File: src/rwc_pkg.sv
// Shared types and constants for the raycast wall column texturer.
// Used by the divider, datapath, controller and top level; no dependencies.
package rwc_pkg;

	localparam int unsigned FRAC_W    = 16;
	localparam int unsigned TEX_DIM_W = 11;
	localparam int unsigned TXL_W     = 10;
	localparam int unsigned ROW_W     = 12;
	localparam int unsigned COL_W     = 11;
	localparam int unsigned DIST_W    = 24;
	localparam int unsigned DVS_W     = 24;
	localparam int unsigned HGT_W     = 16;
	localparam int unsigned HH_W      = 15;
	localparam int unsigned QUO_W     = 27;
	localparam int unsigned POS_W     = 26;
	localparam int unsigned PROD_W    = HH_W + QUO_W;
	localparam int unsigned CFG_IDX_W = 3;
	localparam int unsigned SEL_W     = 2;

	localparam logic [TEX_DIM_W-1:0] TEX_DIM_MAX   = 11'd1024;
	localparam logic [TEX_DIM_W-1:0] TEX_DIM_RESET = 11'd64;
	localparam logic [HGT_W-1:0]     HGT_MAX       = 16'hFFFF;

	localparam logic [SEL_W-1:0] TEX_NORTH = 2'd0;
	localparam logic [SEL_W-1:0] TEX_SOUTH = 2'd1;
	localparam logic [SEL_W-1:0] TEX_EAST  = 2'd2;
	localparam logic [SEL_W-1:0] TEX_WEST  = 2'd3;

	localparam logic [CFG_IDX_W-1:0] CFG_NORTH_H = 3'd0;
	localparam logic [CFG_IDX_W-1:0] CFG_SOUTH_H = 3'd1;
	localparam logic [CFG_IDX_W-1:0] CFG_EAST_H  = 3'd2;
	localparam logic [CFG_IDX_W-1:0] CFG_WEST_H  = 3'd3;
	localparam logic [CFG_IDX_W-1:0] CFG_NORTH_W = 3'd4;
	localparam logic [CFG_IDX_W-1:0] CFG_SOUTH_W = 3'd5;
	localparam logic [CFG_IDX_W-1:0] CFG_EAST_W  = 3'd6;
	localparam logic [CFG_IDX_W-1:0] CFG_WEST_W  = 3'd7;

	// Operand and destination choice for the shared divider.
	typedef enum logic [2:0] {
		DOP_HEIGHT  = 3'd0,
		DOP_TSTEP   = 3'd1,
		DOP_POS     = 3'd2,
		DOP_U       = 3'd3,
		DOP_PIXPOS  = 3'd4,
		DOP_PIXSTEP = 3'd5
	} div_op_t;

	typedef struct packed {
		logic    load_start;
		logic    div_start;
		logic    div_capture;
		div_op_t div_op;
		logic    mul_load;
		logic    emit;
	} rwc_cmd_t;

	typedef struct packed {
		logic active;
		logic div_done;
		logic u_stale;
		logic pos_big;
		logic step_big;
		logic out_free;
	} rwc_status_t;

	// A texture size of zero acts as one, and anything above 1024 acts as 1024.
	function automatic logic [TEX_DIM_W-1:0] clamp_size(input logic [TEX_DIM_W-1:0] v);
		logic [TEX_DIM_W-1:0] r;
		if (v == '0) begin
			r = TEX_DIM_W'(1);
		end else if (v > TEX_DIM_MAX) begin
			r = TEX_DIM_MAX;
		end else begin
			r = v;
		end
		return r;
	endfunction

endpackage

File: src/rwc_divider.sv
// Restoring divider, one quotient bit per cycle, giving quotient and remainder.
// Depends on rwc_pkg for the divisor width.
module rwc_divider #(
	parameter int DIV_W = 27
) (
	input  logic                      clk,
	input  logic                      arst_n,
	input  logic                      start,
	input  logic [DIV_W-1:0]          dividend,
	input  logic [rwc_pkg::DVS_W-1:0] divisor,
	output logic                      done,
	output logic [DIV_W-1:0]          quot,
	output logic [rwc_pkg::DVS_W-1:0] rem
);
	import rwc_pkg::*;

	localparam int CNT_W = $clog2(DIV_W + 1);

	logic             busy_q;
	logic             done_q;
	logic [CNT_W-1:0] cnt_q;
	logic [DIV_W-1:0] acc_q;
	logic [DVS_W-1:0] rem_q;
	logic [DVS_W-1:0] dvs_q;

	logic [DVS_W:0]   trial;
	logic [DVS_W:0]   diff;
	logic             ge;

	assign trial = {rem_q, acc_q[DIV_W-1]};
	assign diff  = trial - {1'b0, dvs_q};
	assign ge    = (trial >= {1'b0, dvs_q});

	always_ff @(posedge clk or negedge arst_n) begin
		if (!arst_n) begin
			busy_q <= 1'b0;
			done_q <= 1'b0;
			cnt_q  <= '0;
		end else begin
			done_q <= 1'b0;
			if (start) begin
				busy_q <= 1'b1;
				cnt_q  <= CNT_W'(DIV_W);
			end else if (busy_q) begin
				cnt_q <= cnt_q - CNT_W'(1);
				if (cnt_q == CNT_W'(1)) begin
					busy_q <= 1'b0;
					done_q <= 1'b1;
				end
			end
		end
	end

	always_ff @(posedge clk) begin
		if (start) begin
			acc_q <= dividend;
			rem_q <= '0;
			dvs_q <= divisor;
		end else if (busy_q) begin
			acc_q <= {acc_q[DIV_W-2:0], ge};
			rem_q <= ge ? diff[DVS_W-1:0] : trial[DVS_W-1:0];
		end
	end

	assign done = done_q;
	assign quot = acc_q;
	assign rem  = rem_q;

endmodule

File: src/rwc_datapath.sv
// Datapath: texture size registers, column state, the shared divider, the
// position multiplier and the output register. Depends on rwc_pkg and rwc_divider.
module rwc_datapath #(
	parameter int SCREEN_HEIGHT = 512
) (
	input  logic                          clk,
	input  logic                          arst_n,
	input  logic                          cfg_write,
	input  logic [rwc_pkg::CFG_IDX_W-1:0] cfg_index,
	input  logic [rwc_pkg::TEX_DIM_W-1:0] cfg_data,
	input  logic [rwc_pkg::COL_W-1:0]     column_x,
	input  logic [rwc_pkg::DIST_W-1:0]    wall_distance,
	input  logic                          hit_side,
	input  logic                          ray_dir_x_positive,
	input  logic                          ray_dir_y_positive,
	input  rwc_pkg::rwc_cmd_t             cmd,
	output rwc_pkg::rwc_status_t          status,
	input  logic                          out_ready,
	output logic                          out_valid,
	output logic [rwc_pkg::COL_W-1:0]     screen_x,
	output logic [rwc_pkg::ROW_W-1:0]     screen_y,
	output logic [rwc_pkg::SEL_W-1:0]     texture_select,
	output logic [rwc_pkg::TXL_W-1:0]     texel_u,
	output logic [rwc_pkg::TXL_W-1:0]     texel_v,
	output logic                          last_pixel
);
	import rwc_pkg::*;

	localparam int SHW   = $clog2(SCREEN_HEIGHT + 1) + FRAC_W;
	localparam int DIV_W = (SHW > QUO_W) ? SHW : QUO_W;
	localparam logic [DIV_W-1:0] SH_DIVIDEND = DIV_W'(SCREEN_HEIGHT) << FRAC_W;
	localparam logic [HH_W:0]    HALF        = (HH_W + 1)'(SCREEN_HEIGHT / 2);
	localparam logic [HH_W:0]    ROW_MAX     = (HH_W + 1)'(SCREEN_HEIGHT - 1);

	logic [TEX_DIM_W-1:0] tex_h_q [4];
	logic [TEX_DIM_W-1:0] tex_w_q [4];

	logic                 active_q;
	logic                 out_valid_q;
	logic [COL_W-1:0]     col_q;
	logic [DIST_W-1:0]    dist_q;
	logic [SEL_W-1:0]     tex_q;
	logic [HGT_W-1:0]     height_q;
	logic [QUO_W-1:0]     q_q;
	logic [PROD_W-1:0]    prod_q;
	logic [POS_W-1:0]     pos_q;
	logic [POS_W-1:0]     step_q;
	logic [TXL_W-1:0]     u_q;
	logic [TEX_DIM_W-1:0] u_tw_q;
	logic [ROW_W-1:0]     row_q;
	logic [ROW_W-1:0]     end_q;

	logic [COL_W-1:0]     screen_x_q;
	logic [ROW_W-1:0]     screen_y_q;
	logic [SEL_W-1:0]     texture_select_q;
	logic [TXL_W-1:0]     texel_u_q;
	logic [TXL_W-1:0]     texel_v_q;
	logic                 last_pixel_q;

	logic [SEL_W-1:0]     sel_in;
	logic [TEX_DIM_W-1:0] th;
	logic [TEX_DIM_W-1:0] tw;
	logic [DIV_W-1:0]     div_dividend;
	logic [DVS_W-1:0]     div_divisor;
	logic                 div_done;
	logic [DIV_W-1:0]     div_quot;
	logic [DVS_W-1:0]     div_rem;
	logic [HGT_W-1:0]     height_new;
	logic [HH_W:0]        hh;
	logic [HH_W:0]        end_sum;
	logic [ROW_W-1:0]     start_row;
	logic [ROW_W-1:0]     end_row;
	logic [HH_W-1:0]      offset;
	logic [TEX_DIM_W-1:0] q_int;
	logic [TEX_DIM_W-1:0] step_int;
	logic [POS_W:0]       pos_sum;
	logic [POS_W:0]       modulus;
	logic [POS_W:0]       pos_wrap;
	logic                 last;
	logic                 out_free;

	always_comb begin
		if (!hit_side) begin
			sel_in = ray_dir_x_positive ? TEX_EAST : TEX_WEST;
		end else begin
			sel_in = ray_dir_y_positive ? TEX_SOUTH : TEX_NORTH;
		end
	end

	assign th = clamp_size(tex_h_q[tex_q]);
	assign tw = clamp_size(tex_w_q[tex_q]);

	always_comb begin
		case (cmd.div_op)
			DOP_HEIGHT: begin
				div_dividend = SH_DIVIDEND;
				div_divisor  = dist_q;
			end
			DOP_TSTEP: begin
				div_dividend = DIV_W'({th, {FRAC_W{1'b0}}});
				div_divisor  = DVS_W'(height_q);
			end
			DOP_POS: begin
				div_dividend = DIV_W'(prod_q[PROD_W-1:FRAC_W]);
				div_divisor  = DVS_W'(th);
			end
			DOP_U: begin
				div_dividend = DIV_W'(col_q);
				div_divisor  = DVS_W'(tw);
			end
			DOP_PIXPOS: begin
				div_dividend = DIV_W'(pos_q[POS_W-1:FRAC_W]);
				div_divisor  = DVS_W'(th);
			end
			DOP_PIXSTEP: begin
				div_dividend = DIV_W'(step_q[POS_W-1:FRAC_W]);
				div_divisor  = DVS_W'(th);
			end
			default: begin
				div_dividend = '0;
				div_divisor  = '0;
			end
		endcase
	end

	rwc_divider #(
		.DIV_W (DIV_W)
	) u_divider (
		.clk      (clk),
		.arst_n   (arst_n),
		.start    (cmd.div_start),
		.dividend (div_dividend),
		.divisor  (div_divisor),
		.done     (div_done),
		.quot     (div_quot),
		.rem      (div_rem)
	);

	// A zero distance divides by zero, which yields all ones and saturates here.
	always_comb begin
		if (div_quot > DIV_W'(HGT_MAX)) begin
			height_new = HGT_MAX;
		end else if (div_quot == '0) begin
			height_new = HGT_W'(1);
		end else begin
			height_new = div_quot[HGT_W-1:0];
		end
	end

	// Wall rows around the screen center, clamped to the screen.
	always_comb begin
		hh        = {1'b0, height_q[HGT_W-1:1]};
		end_sum   = HALF + hh;
		start_row = (hh < HALF) ? ROW_W'(HALF - hh) : '0;
		end_row   = (end_sum > ROW_MAX) ? ROW_W'(ROW_MAX) : ROW_W'(end_sum);
		offset    = (hh > HALF) ? HH_W'(hh - HALF) : '0;
	end

	// The integer part of the step never exceeds the texture height.
	assign q_int    = q_q[QUO_W-1:FRAC_W];
	assign step_int = (q_int >= th) ? (q_int - th) : q_int;

	assign modulus  = {th, {FRAC_W{1'b0}}};
	assign pos_sum  = {1'b0, pos_q} + {1'b0, step_q};
	assign pos_wrap = (pos_sum >= modulus) ? (pos_sum - modulus) : pos_sum;
	assign last     = (row_q == end_q);
	assign out_free = !out_valid_q || out_ready;

	always_ff @(posedge clk or negedge arst_n) begin
		if (!arst_n) begin
			for (int i = 0; i < 4; i++) begin
				tex_h_q[i] <= TEX_DIM_RESET;
				tex_w_q[i] <= TEX_DIM_RESET;
			end
		end else if (cfg_write) begin
			unique case (cfg_index)
				CFG_NORTH_H: tex_h_q[TEX_NORTH] <= cfg_data;
				CFG_SOUTH_H: tex_h_q[TEX_SOUTH] <= cfg_data;
				CFG_EAST_H:  tex_h_q[TEX_EAST]  <= cfg_data;
				CFG_WEST_H:  tex_h_q[TEX_WEST]  <= cfg_data;
				CFG_NORTH_W: tex_w_q[TEX_NORTH] <= cfg_data;
				CFG_SOUTH_W: tex_w_q[TEX_SOUTH] <= cfg_data;
				CFG_EAST_W:  tex_w_q[TEX_EAST]  <= cfg_data;
				CFG_WEST_W:  tex_w_q[TEX_WEST]  <= cfg_data;
				default: ;
			endcase
		end
	end

	always_ff @(posedge clk or negedge arst_n) begin
		if (!arst_n) begin
			active_q    <= 1'b0;
			out_valid_q <= 1'b0;
		end else begin
			if (cmd.mul_load) begin
				active_q <= 1'b1;
			end else if (cmd.emit && last) begin
				active_q <= 1'b0;
			end
			if (cmd.emit) begin
				out_valid_q <= 1'b1;
			end else if (out_ready) begin
				out_valid_q <= 1'b0;
			end
		end
	end

	always_ff @(posedge clk) begin
		if (cmd.load_start) begin
			col_q  <= column_x;
			dist_q <= wall_distance;
			tex_q  <= sel_in;
		end
		if (cmd.div_capture) begin
			case (cmd.div_op)
				DOP_HEIGHT:  height_q <= height_new;
				DOP_TSTEP:   q_q <= div_quot[QUO_W-1:0];
				DOP_POS:     pos_q <= {div_rem[TXL_W-1:0], prod_q[FRAC_W-1:0]};
				DOP_U: begin
					u_q    <= div_rem[TXL_W-1:0];
					u_tw_q <= tw;
				end
				DOP_PIXPOS:  pos_q[POS_W-1:FRAC_W] <= div_rem[TXL_W-1:0];
				DOP_PIXSTEP: step_q[POS_W-1:FRAC_W] <= div_rem[TXL_W-1:0];
				default: ;
			endcase
		end
		if (cmd.mul_load) begin
			prod_q <= PROD_W'(offset) * PROD_W'(q_q);
			step_q <= {step_int[TXL_W-1:0], q_q[FRAC_W-1:0]};
			row_q  <= start_row;
			end_q  <= end_row;
		end
		if (cmd.emit) begin
			screen_x_q       <= col_q;
			screen_y_q       <= row_q;
			texture_select_q <= tex_q;
			texel_u_q        <= u_q;
			texel_v_q        <= pos_q[POS_W-1:FRAC_W];
			last_pixel_q     <= last;
			pos_q            <= pos_wrap[POS_W-1:0];
			if (!last) begin
				row_q <= row_q + ROW_W'(1);
			end
		end
	end

	assign status.active   = active_q;
	assign status.div_done = div_done;
	assign status.u_stale  = (tw != u_tw_q);
	assign status.pos_big  = ({1'b0, pos_q[POS_W-1:FRAC_W]} >= th);
	assign status.step_big = ({1'b0, step_q[POS_W-1:FRAC_W]} >= th);
	assign status.out_free = out_free;

	assign out_valid      = out_valid_q;
	assign screen_x       = screen_x_q;
	assign screen_y       = screen_y_q;
	assign texture_select = texture_select_q;
	assign texel_u        = texel_u_q;
	assign texel_v        = texel_v_q;
	assign last_pixel     = last_pixel_q;

endmodule

File: src/rwc_ctrl.sv
// Controller: sequences column setup and pixel emission over the datapath.
// Depends on rwc_pkg for the command and status structs.
module rwc_ctrl (
	input  logic                 clk,
	input  logic                 arst_n,
	input  logic                 in_valid,
	input  logic                 func,
	output logic                 in_ready,
	input  rwc_pkg::rwc_status_t status,
	output rwc_pkg::rwc_cmd_t    cmd
);
	import rwc_pkg::*;

	typedef enum logic [9:0] {
		ST_IDLE  = 10'b0000000001,
		ST_HDIV  = 10'b0000000010,
		ST_QDIV  = 10'b0000000100,
		ST_MUL   = 10'b0000001000,
		ST_PDIV  = 10'b0000010000,
		ST_UDIV  = 10'b0000100000,
		ST_PCHK  = 10'b0001000000,
		ST_PUDIV = 10'b0010000000,
		ST_PPDIV = 10'b0100000000,
		ST_PSDIV = 10'b1000000000
	} state_t;

	state_t state_q, state_d;
	logic   kick_q, kick_d;

	always_comb begin
		state_d         = state_q;
		kick_d          = 1'b0;
		in_ready        = 1'b0;
		cmd             = '0;
		cmd.div_op      = DOP_HEIGHT;
		cmd.div_start   = kick_q;
		cmd.div_capture = 1'b0;
		unique case (state_q)
			ST_IDLE: begin
				in_ready = 1'b1;
				if (in_valid) begin
					if (!func) begin
						cmd.load_start = 1'b1;
						state_d        = ST_HDIV;
						kick_d         = 1'b1;
					end else if (status.active) begin
						state_d = ST_PCHK;
					end
				end
			end
			ST_HDIV: begin
				cmd.div_op = DOP_HEIGHT;
				if (status.div_done) begin
					cmd.div_capture = 1'b1;
					state_d         = ST_QDIV;
					kick_d          = 1'b1;
				end
			end
			ST_QDIV: begin
				cmd.div_op = DOP_TSTEP;
				if (status.div_done) begin
					cmd.div_capture = 1'b1;
					state_d         = ST_MUL;
				end
			end
			ST_MUL: begin
				cmd.mul_load = 1'b1;
				state_d      = ST_PDIV;
				kick_d       = 1'b1;
			end
			ST_PDIV: begin
				cmd.div_op = DOP_POS;
				if (status.div_done) begin
					cmd.div_capture = 1'b1;
					state_d         = ST_UDIV;
					kick_d          = 1'b1;
				end
			end
			ST_UDIV: begin
				cmd.div_op = DOP_U;
				if (status.div_done) begin
					cmd.div_capture = 1'b1;
					state_d         = ST_IDLE;
				end
			end
			// Sizes changed since the column started are folded in before the beat.
			ST_PCHK: begin
				if (status.u_stale) begin
					state_d = ST_PUDIV;
					kick_d  = 1'b1;
				end else if (status.pos_big) begin
					state_d = ST_PPDIV;
					kick_d  = 1'b1;
				end else if (status.step_big) begin
					state_d = ST_PSDIV;
					kick_d  = 1'b1;
				end else if (status.out_free) begin
					cmd.emit = 1'b1;
					state_d  = ST_IDLE;
				end
			end
			ST_PUDIV: begin
				cmd.div_op = DOP_U;
				if (status.div_done) begin
					cmd.div_capture = 1'b1;
					state_d         = ST_PCHK;
				end
			end
			ST_PPDIV: begin
				cmd.div_op = DOP_PIXPOS;
				if (status.div_done) begin
					cmd.div_capture = 1'b1;
					state_d         = ST_PCHK;
				end
			end
			ST_PSDIV: begin
				cmd.div_op = DOP_PIXSTEP;
				if (status.div_done) begin
					cmd.div_capture = 1'b1;
					state_d         = ST_PCHK;
				end
			end
			default: begin
				state_d = ST_IDLE;
			end
		endcase
	end

	always_ff @(posedge clk or negedge arst_n) begin
		if (!arst_n) begin
			state_q <= ST_IDLE;
			kick_q  <= 1'b0;
		end else begin
			state_q <= state_d;
			kick_q  <= kick_d;
		end
	end

endmodule

File: src/raycast_wall_column_texturer.sv
// Wall column texturer for a grid raycaster. A pixel beat is accepted in the
// idle state; the controller holds it in the check state until its texel
// coordinates are reduced and the output register is free, writes it to the
// output register and returns to idle, where the next beat can be accepted.
// A start beat runs four divisions through one shared restoring divider that
// produces one quotient bit per cycle, with a DIV_W-bit dividend, where DIV_W =
// max(27, clog2(SCREEN_HEIGHT + 1) + 16). If a texture size register is
// rewritten in the middle of a column, the next pixel beat spends up to three
// more divisions reducing the held texel coordinates. The output register lets
// a new beat be accepted while the previous pixel is still waiting downstream.
module raycast_wall_column_texturer #(
	parameter int SCREEN_HEIGHT = 512
) (
	input  logic                          clk,
	input  logic                          arst_n,
	input  logic                          cfg_write,
	input  logic [rwc_pkg::CFG_IDX_W-1:0] cfg_index,
	input  logic [rwc_pkg::TEX_DIM_W-1:0] cfg_data,
	input  logic                          in_valid,
	output logic                          in_ready,
	input  logic                          func,
	input  logic [rwc_pkg::COL_W-1:0]     column_x,
	input  logic [rwc_pkg::DIST_W-1:0]    wall_distance,
	input  logic                          hit_side,
	input  logic                          ray_dir_x_positive,
	input  logic                          ray_dir_y_positive,
	output logic                          out_valid,
	input  logic                          out_ready,
	output logic [rwc_pkg::COL_W-1:0]     screen_x,
	output logic [rwc_pkg::ROW_W-1:0]     screen_y,
	output logic [rwc_pkg::SEL_W-1:0]     texture_select,
	output logic [rwc_pkg::TXL_W-1:0]     texel_u,
	output logic [rwc_pkg::TXL_W-1:0]     texel_v,
	output logic                          last_pixel
);
	import rwc_pkg::*;

	rwc_cmd_t    cmd;
	rwc_status_t status;

	rwc_ctrl u_ctrl (
		.clk      (clk),
		.arst_n   (arst_n),
		.in_valid (in_valid),
		.func     (func),
		.in_ready (in_ready),
		.status   (status),
		.cmd      (cmd)
	);

	rwc_datapath #(
		.SCREEN_HEIGHT (SCREEN_HEIGHT)
	) u_datapath (
		.clk                (clk),
		.arst_n             (arst_n),
		.cfg_write          (cfg_write),
		.cfg_index          (cfg_index),
		.cfg_data           (cfg_data),
		.column_x           (column_x),
		.wall_distance      (wall_distance),
		.hit_side           (hit_side),
		.ray_dir_x_positive (ray_dir_x_positive),
		.ray_dir_y_positive (ray_dir_y_positive),
		.cmd                (cmd),
		.status             (status),
		.out_ready          (out_ready),
		.out_valid          (out_valid),
		.screen_x           (screen_x),
		.screen_y           (screen_y),
		.texture_select     (texture_select),
		.texel_u            (texel_u),
		.texel_v            (texel_v),
		.last_pixel         (last_pixel)
	);

`ifndef SYNTHESIS
	// A pixel is only emitted once its texel coordinates are reduced and the
	// output register can take it.
	a_emit_ready: assert property (@(posedge clk) disable iff (!arst_n)
		cmd.emit |-> (status.out_free && !status.u_stale && !status.pos_big
			&& !status.step_big))
		else $error("pixel emitted with unreduced coordinates or full output");

	a_row_on_screen: assert property (@(posedge clk) disable iff (!arst_n)
		out_valid |-> ({1'b0, screen_y} < (ROW_W + 1)'(SCREEN_HEIGHT)))
		else $error("emitted row lies below the screen");

	a_div_latency: assert property (@(posedge clk) disable iff (!arst_n)
		cmd.div_start |=> !status.div_done)
		else $error("divider finished in the cycle after its start");
`endif

endmodule
File: config.mk
export PLATFORM = sky130hd
export DESIGN_NAME = raycast_wall_column_texturer
export DESIGN_NICKNAME = d
export VERILOG_FILES = /design/src/rwc_pkg.sv /design/src/rwc_divider.sv /design/src/rwc_datapath.sv /design/src/rwc_ctrl.sv /design/src/raycast_wall_column_texturer.sv
export SDC_FILE = /design/constraint.sdc
export NUM_CORES = 2
export LEC_CHECK = 0
export BUFFER_PORTS_ARGS = -buffer_cell sky130_fd_sc_hd__buf_2
export CORE_UTILIZATION = 64
export DETAILED_ROUTE_END_ITERATION = 12
export PLACE_DENSITY = 0.93
export SETUP_SLACK_MARGIN = 0.5
export SLEW_MARGIN = 10
export SYNTH_ARGS = -nofsm -noshare
export SYNTH_HDL_FRONTEND = slang
export SYNTH_HIERARCHICAL = 1
export SYNTH_SLANG_ARGS = --single-unit
File: constraint.sdc
create_clock -name clk -period 11.4 [get_ports clk]
set_input_delay 1.14 -clock clk [delete_from_list [all_inputs] [get_ports clk]]
set_output_delay 1.14 -clock clk [all_outputs]
set_load 0.005 [all_outputs]
== After elaboration in Yosys (flattened, before gate mapping) ==
Index checks and enable logic that the tools add are counted.

* Register bits after elaboration: 448
* Latch bits: 0
* Bits in writable memories: 0
* Memory bits (read-only): 0
* Input bits: 58
* Output and inout bits: 48
* Logic and storage cells: 206
* Memories: 0

* Add/subtract/negate cells: 9
* $mul: 1
* Divide/modulo/power cells: 0
* Order comparisons: 12
* Equality and inequality tests: 33
* Shifts and indexed selects: 0
* Muxes and demuxes: 74
* Bitwise operators: 1
* Reduce and logical (&&, ||, !) cells: 37

{| class="wikitable"
|+ Operators with widths
! kind !! number
|-
| one-hot mux 27 bit (6 select lines) || 1
|-
| 2-to-1 mux 10 bit || 16
|-
| 2-to-1 mux 26 bit || 4
|-
| one-hot mux 24 bit (4 select lines) || 1
|-
| 2-to-1 mux 11 bit || 8
|-
| one-hot mux 10 bit (8 select lines) || 1
|-
| 2-to-1 mux 27 bit || 2
|-
| 2-to-1 mux 12 bit || 4
|-
| binary-select mux 11 bit (select 2 bit) || 2
|-
| multiplier 15 x 27 -> 42 bit || 1
|-
| 2-to-1 mux 16 bit || 2
|-
| AND reduction 2 bit || 14
|-
| adder 26 x 26 -> 27 bit || 1
|-
| >= comparator 27 bit || 1
|-
| > comparator 27 x 16 -> 1 bit, second input constant || 1
|-
| zero test 27 bit || 1
|-
| 2-to-1 mux 1 bit || 26
|-
| subtractor 26 bit || 1
|-
| >= comparator 25 x 24 -> 1 bit || 1
|-
| 2-to-1 mux 24 bit || 1
|-
| one-hot mux 4 bit (6 select lines) || 1
|-
| subtractor 24 bit || 1
|-
| >= comparator 10 x 11 -> 1 bit || 2
|-
| > comparator 11 bit, second input constant || 2
|-
| 45 further kinds || 72
|}

== Depth between registers and ports, before layout ==
* Word-level depth: 15
* Depth in mapped cells: 36
* Depth with buffers taken out: 33

== Hierarchy ==
The synthesis kept the hierarchy.

{| class="wikitable"
|+ By module, submodules not included
! module !! times used !! cells each !! area each (um2) !! seq. area each (um2)
|-
| rwc_datapath || 1 || 2,789 || 30,051.3 || 10,099.7
|-
| rwc_divider || 1 || 458 || 4,669.5 || 2,187.1
|-
| rwc_ctrl || 1 || 89 || 815.8 || 276.5
|}

== Worst setup path after synthesis ==
Ideal clock, no wire load.

* Kind: reg2reg
* Start point: register u_datapath.height_q[1]
* End point: register u_datapath.prod_q[41] (data pin)
* Library setup time: 0.260 ns
* Arrival time: 8.065 ns
* Data required time: 11.140 ns
* Path slack: 3.075 ns
* Stages on the path, launching flop included: 34
* Buffers on the path: 2
* Clock period less this slack: 8.325 ns
* Cell sequence: edfxtp_1 > inv_1 > ha_1 > nand2_1 > or3_1 > nor3_1 > nand2_1 > o21ai_0 > and2_1 > clkbuf_1 > nor2_1 > clkbuf_1 > and2_1 > fa_1 > inv_1 > fa_1 > fa_1 > inv_1 > fa_1 > fa_1 > inv_1 > fa_1 > inv_1 > ha_1 > and3_1 > and2_1 > a221o_1 > a21o_1 > a41oi_2 > o211ai_1 > or4_1 > a31oi_2 > o21ai_1 > xnor2_1

* Cells in the longest elaborated chain, start to end: 3
* Elaborated cells on any way between the ends: 4
* Classes of those cells: add/sub: 1; mul: 1; order compare: 1; mux: 1

{| class="wikitable"
|+ Ends and longest elaborated chain
! what !! line !! RTL
|-
| from (decl) || rwc_datapath.sv:43 || <nowiki>logic [HGT_W-1:0] height_q;</nowiki>
|-
| from (signal assigned) || rwc_datapath.sv:216 || <nowiki>DOP_HEIGHT: height_q <= height_new;</nowiki>
|-
| subtractor 15 x 9 -> 15 bit or > comparator 15 x 9 -> 1 bit (tied branches) || rwc_datapath.sv:156 || <nowiki>offset = (hh > HALF) ? HH_W'(hh - HALF) : '0;</nowiki>
|-
| 2-to-1 mux 15 bit (*) || rwc_datapath.sv:156 ||
|-
| multiplier 15 x 27 -> 42 bit (*) || rwc_datapath.sv:229 || <nowiki>prod_q <= PROD_W'(offset) * PROD_W'(q_q);</nowiki>
|-
| to (signal assigned) || rwc_datapath.sv:229 ||
|-
| to (decl) || rwc_datapath.sv:45 || <nowiki>logic [PROD_W-1:0] prod_q;</nowiki>
|}

Mark *: on every way between the ends. The rest lies on a longest branch, timed or not.
A chain may end at the register's enable or synchronous reset.

== Worst setup path after layout ==
* Start point: register u_datapath.height_q[1]
* End point: register u_datapath.prod_q[38] (data pin)

Same word-level chain as after synthesis.

==> impl_results.html <==
<table>
<tr><th>Metric</th><th>Value</th></tr>
<tr><th colspan="2">Drt</th></tr>
<tr><td>DRC violation count after routing</td><td>0</td></tr>
<tr><td>Number of routed nets with antenna violations</td><td>0</td></tr>
<tr><td>Overall via count from detail_route</td><td>between 20000 and 30000</td></tr>
<tr><td>Vias per Instance</td><td>approximately 6.4</td></tr>
<tr><td>Post-DR wirelength/cell</td><td>between 20 and 25 um</td></tr>
<tr><td>Number of search-and-repair iterations in the first detailed-routing pass</td><td>6</td></tr>
<tr><td>Violation count after the first detailed-route iteration</td><td>about 3200</td></tr>
<tr><td>Overall routed net length</td><td>about 95 mm</td></tr>
<tr><th colspan="2">STA</th></tr>
<tr><td>RSZ-0062 raised after global routing</td><td>no</td></tr>
<tr><td>Final slew viol count</td><td>0</td></tr>
<tr><td>Pin slew with the least headroom to its limit</td><td>1220 ps</td></tr>
<tr><td>Shortest period the worst path allows</td><td>9880 ps</td></tr>
<tr><td># setup viols final</td><td>0</td></tr>
<tr><td>Headroom to the max-slew limit</td><td>18.7%</td></tr>
<tr><td>Peak clock frequency supported by timing</td><td>between 0.1 and 0.15 GHz</td></tr>
<tr><td>Post-Route Skew</td><td>20.1 ps</td></tr>
<tr><td>Final cycle utilization of the critical path</td><td>86.7%</td></tr>
<tr><td>Total negative setup slack</td><td>0 ps</td></tr>
<tr><td>Minimum hold slack</td><td>419 ps</td></tr>
<tr><td>Final Hold Viols</td><td>0</td></tr>
<tr><th colspan="2">Worst setup path</th></tr>
<tr><td>Arrival time worst endpoint</td><td>10250 ps</td></tr>
<tr><td>Start-to-end type of the worst setup path</td><td>register to register</td></tr>
<tr><td>Cell seen most often among critical-path stages</td><td>sky130_fd_sc_hd__fa_1</td></tr>
<tr><td>Kind of start point of the critical path</td><td>register</td></tr>
<tr><td>Crit path required time</td><td>11770 ps</td></tr>
<tr><td>Largest incremental delay on the critical path</td><td>around 690 ps</td></tr>
<tr><td>R2R setup slack</td><td>1520 ps</td></tr>
<tr><td>Setup crit start</td><td>u_datapath/height_q[1]</td></tr>
<tr><td>Worst reg2reg path endpoint</td><td>u_datapath/prod_q[38]</td></tr>
<tr><td>Highest fanout seen on the critical path</td><td>24</td></tr>
<tr><td>End point of the critical path</td><td>u_datapath/prod_q[38]</td></tr>
<tr><td>Critical-path cell with the highest stage delay</td><td>sky130_fd_sc_hd__and2_1</td></tr>
<tr><td>Worst R2R Path Depth</td><td>31</td></tr>
<tr><td>Endpoint type of the worst setup path</td><td>register</td></tr>
<tr><td>R2r startpoint</td><td>u_datapath/height_q[1]</td></tr>
<tr><th colspan="2">Place</th></tr>
<tr><td>Detail Placement HPWL</td><td>67.8 mm</td></tr>
<tr><td>Number of port buffers</td><td>about 110</td></tr>
<tr><td>Final estimated routing congestion in global placement</td><td>0.966</td></tr>
<tr><th colspan="2">Global route</th></tr>
<tr><td>Via count of the first global-routing pass</td><td>27712</td></tr>
<tr><td>Grt total ovfl</td><td>0</td></tr>
<tr><td>First-pass GRT wire length</td><td>149 mm</td></tr>
<tr><td>GRT Overall Usage</td><td>34.5%</td></tr>
<tr><td>Maximum number of pins on one net before global-route repair</td><td>79</td></tr>
<tr><td>Antenna violations before repair</td><td>2</td></tr>
<tr><th colspan="2">Floorplanning</th></tr>
<tr><td>Die W</td><td>238 um</td></tr>
<tr><td>Die area</td><td>56500 um^2</td></tr>
<tr><td>Starting utilization of the core area</td><td>between 60% and 70%</td></tr>
<tr><td># rows</td><td>86</td></tr>
<tr><td>Die H</td><td>238 um</td></tr>
<tr><td>Core Area</td><td>~55000 um^2</td></tr>
<tr><td>Number of top-level pins</td><td>106</td></tr>
<tr><th colspan="2">Yosys</th></tr>
<tr><td>Synth top cells by count</td><td>sky130_fd_sc_hd__inv_1 (451), sky130_fd_sc_hd__nand2_1 (333), sky130_fd_sc_hd__fa_1 (327)</td></tr>
<tr><td>Async set or reset register ratio after synthesis</td><td>24.1%</td></tr>
<tr><td>Most area-consuming cells after synthesis</td><td>sky130_fd_sc_hd__edfxtp_1 (26%), sky130_fd_sc_hd__fa_1 (18%), sky130_fd_sc_hd__ha_1 (7.3%), sky130_fd_sc_hd__dfrtp_1 (7.0%), sky130_fd_sc_hd__inv_1 (4.8%)</td></tr>
<tr><td>Mapped Cells</td><td>about 3300</td></tr>
<tr><td>Most common cell in the netlist</td><td>sky130_fd_sc_hd__inv_1</td></tr>
<tr><td>Post-synth EDFFs</td><td>304</td></tr>
<tr><td>Number of distinct library cells after synthesis</td><td>between 100 and 150</td></tr>
<tr><td>Cell area after synthesis</td><td>~36000 um^2</td></tr>
<tr><td>Top-area cell type share of the netlist area</td><td>between 20 and 30%</td></tr>
<tr><td>Leading register cell type out of synthesis</td><td>sky130_fd_sc_hd__edfxtp_1</td></tr>
<tr><td>Register area share after synthesis</td><td>35.4%</td></tr>
<tr><td>Average cell area after synthesis</td><td>10.7 um^2</td></tr>
<tr><td>Yosys warning count</td><td>6</td></tr>
<tr><td>Most area-hungry cell type in the Yosys netlist</td><td>sky130_fd_sc_hd__edfxtp_1</td></tr>
<tr><td>Flip-flop and latch count after synthesis</td><td>roughly 450</td></tr>
<tr><th colspan="2">Job</th></tr>
<tr><td>Maximum capacitance violations</td><td>0</td></tr>
<tr><th colspan="2">Finish</th></tr>
<tr><td>Share of cells above drive strength 1</td><td>about 12%</td></tr>
<tr><td>Synth-to-layout area growth</td><td>8.03%</td></tr>
<tr><td>Layout filler cell count</td><td>3642</td></tr>
<tr><td>Finished Core Util</td><td>between 60% and 70%</td></tr>
<tr><td>Diodes inserted</td><td>0</td></tr>
<tr><td>Number of nets in the finished design</td><td>3976</td></tr>
<tr><th colspan="2">Power</th></tr>
<tr><td>Leakage dissipation</td><td>around 17 nW</td></tr>
<tr><td>Power per cell area</td><td>155 nW/um^2</td></tr>
<tr><td>Worst IR Drop VDD</td><td>between 0.15 and 0.2 mV</td></tr>
<tr><th colspan="2">Worst hold path</th></tr>
<tr><td>Kind of path behind the tightest hold check</td><td>register to register</td></tr>
<tr><th colspan="2">Clock network</th></tr>
<tr><td>Number of clock buffers inserted by TritonCTS</td><td>47</td></tr>
<tr><td>Clock tree from TritonCTS</td><td>done</td></tr>
<tr><td>Worst skew pair latency</td><td>620 ps</td></tr>
<tr><td>Number of clock sinks seen by CTS</td><td>448</td></tr>
<tr><td>Library cell used as clock root buffer</td><td>sky130_fd_sc_hd__clkbuf_16</td></tr>
<tr><td>Cts-stage hold buffer count</td><td>0</td></tr>
<tr><td>Post-cts gate resize count</td><td>0</td></tr>
<tr><td>Max Root-Sink Buffers</td><td>3</td></tr>
<tr><td>Clock-pin slew of the registers on the worst-case setup and hold paths</td><td>70 ps</td></tr>
<tr><td>Post-CTS Repair Setup Buffers</td><td>0</td></tr>
<tr><td># H-tree levels</td><td>2</td></tr>
<tr><th colspan="2">Status</th></tr>
<tr><td>Status</td><td>completed</td></tr>
</table>
per-stage QoR:
stage                     instances  setup WS, ps  power, mW  instance area, um^2
after global routing           4170           940       6.18                38400
after floorplan                3337          3070       3.69                35500
final                          4170          1520       5.94                38400
after detailed placement       4083          1760       4.22                36700
after CTS                      4170          1720       5.87                38400
after global placement         4083          2170       4.14                36700
cell type report:
cell class              instances  area (um^2)  area share [%]
well taps                     748          936            2.44
multi-input cells            2292        20700            54.0
inverters                     455         1710            4.45
clock buffers                  58         1290            3.36
clock inverters                29          363           0.945
repair buffers                140          791            2.06
flip-flops and latches        448        12600            32.7
logic make-up (layout without fill, tap and decap cells):
logic type | Yosys count | after routing | share of synthesized area [%]
XOR/XNOR | 122 | 122 | 3.01
other | 1 | 2 | 0.0106
flip-flops | 448 | 448 | 35.4
AND/OR/NAND/NOR | 972 | 972 | 13.9
multiplexers | 201 | 201 | 6.82
adder cells (fa/ha/maj) | 534 | 534 | 25.7
AO/OA/AOI/OAI | 461 | 461 | 8.83
buffers and inverters | 597 | 682 | 6.42
where the power goes:
part | switching, mW | internal, mW | total, mW
Sequential | 0.210 | 2.05 | 2.26
Clock | 0.704 | 0.935 | 1.64
Combinational | 1.21 | 0.830 | 2.04
Total | 2.12 | 3.82 | 5.94
registers in the layout, indices dropped and copies added (netlist names), 16 cells and up:
signal and cells:
u_datapath/q_q 27, u_datapath/u_divider/quot 27, u_datapath/u_divider/rem 24, u_datapath/prod_q 42, u_datapath/u_divider/dvs_q 24, u_datapath/height_q 16
u_datapath/tex_h_q 44, u_datapath/pos_q 26, u_datapath/step_q 26, u_datapath/dist_q 24, u_datapath/tex_w_q 44
how the worst min path moves through the flow:
stage / from / endpoint / slack [ps] / cells after the start
floorplan: u_datapath/u_q[0] / u_datapath/texel_u[0] / 400 / 0
global placement: u_datapath/u_q[9] / u_datapath/texel_u[9] / 400 / 0
detailed placement: u_datapath/u_q[2] / u_datapath/texel_u[2] / 400 / 0
CTS: u_datapath/u_q[2] / u_datapath/texel_u[2] / 420 / 0
global route: u_datapath/u_q[8] / u_datapath/texel_u[8] / 430 / 0
finish: u_datapath/u_q[2] / u_datapath/texel_u[2] / 420 / 0
placed cells by master (no fill, tap or decap), types with 46 or more instances in the layout:
cell type and n:
sky130_fd_sc_hd__nand2_1 333, sky130_fd_sc_hd__ha_1 207, sky130_fd_sc_hd__xnor2_1 85, sky130_fd_sc_hd__o21ai_0 82, sky130_fd_sc_hd__edfxtp_1 304, sky130_fd_sc_hd__and2_1 219
sky130_fd_sc_hd__inv_1 451, sky130_fd_sc_hd__fa_1 327, sky130_fd_sc_hd__nor3_1 46, sky130_fd_sc_hd__a21oi_1 105, sky130_fd_sc_hd__a21o_1 55, sky130_fd_sc_hd__mux2_2 127
sky130_fd_sc_hd__dfrtp_1 98, sky130_fd_sc_hd__clkbuf_16 49, sky130_fd_sc_hd__nor2_1 133, sky130_fd_sc_hd__mux2i_1 51, sky130_fd_sc_hd__buf_2 104
worst max-delay path, delay by kind of cell, from the launching register on:
kind                     cells  cell delay [ps]
flip-flops                   1              470
AND/OR/NAND/NOR              9             2870
XOR/XNOR                     1               80
adder cells (fa/ha/maj)      8             3700
buffers and inverters        5              360
AO/OA/AOI/OAI                8             2140
per-layer routing:
layer  up-vias  wire, um  track usage, %
met2      1872     44500            55.1
li1      11353         -               -
met5         -        26               0
met3       457     11300            8.37
met4         4      6060            19.3
met1     13016     33400            43.2
Power figures use the tool's default switching activity.
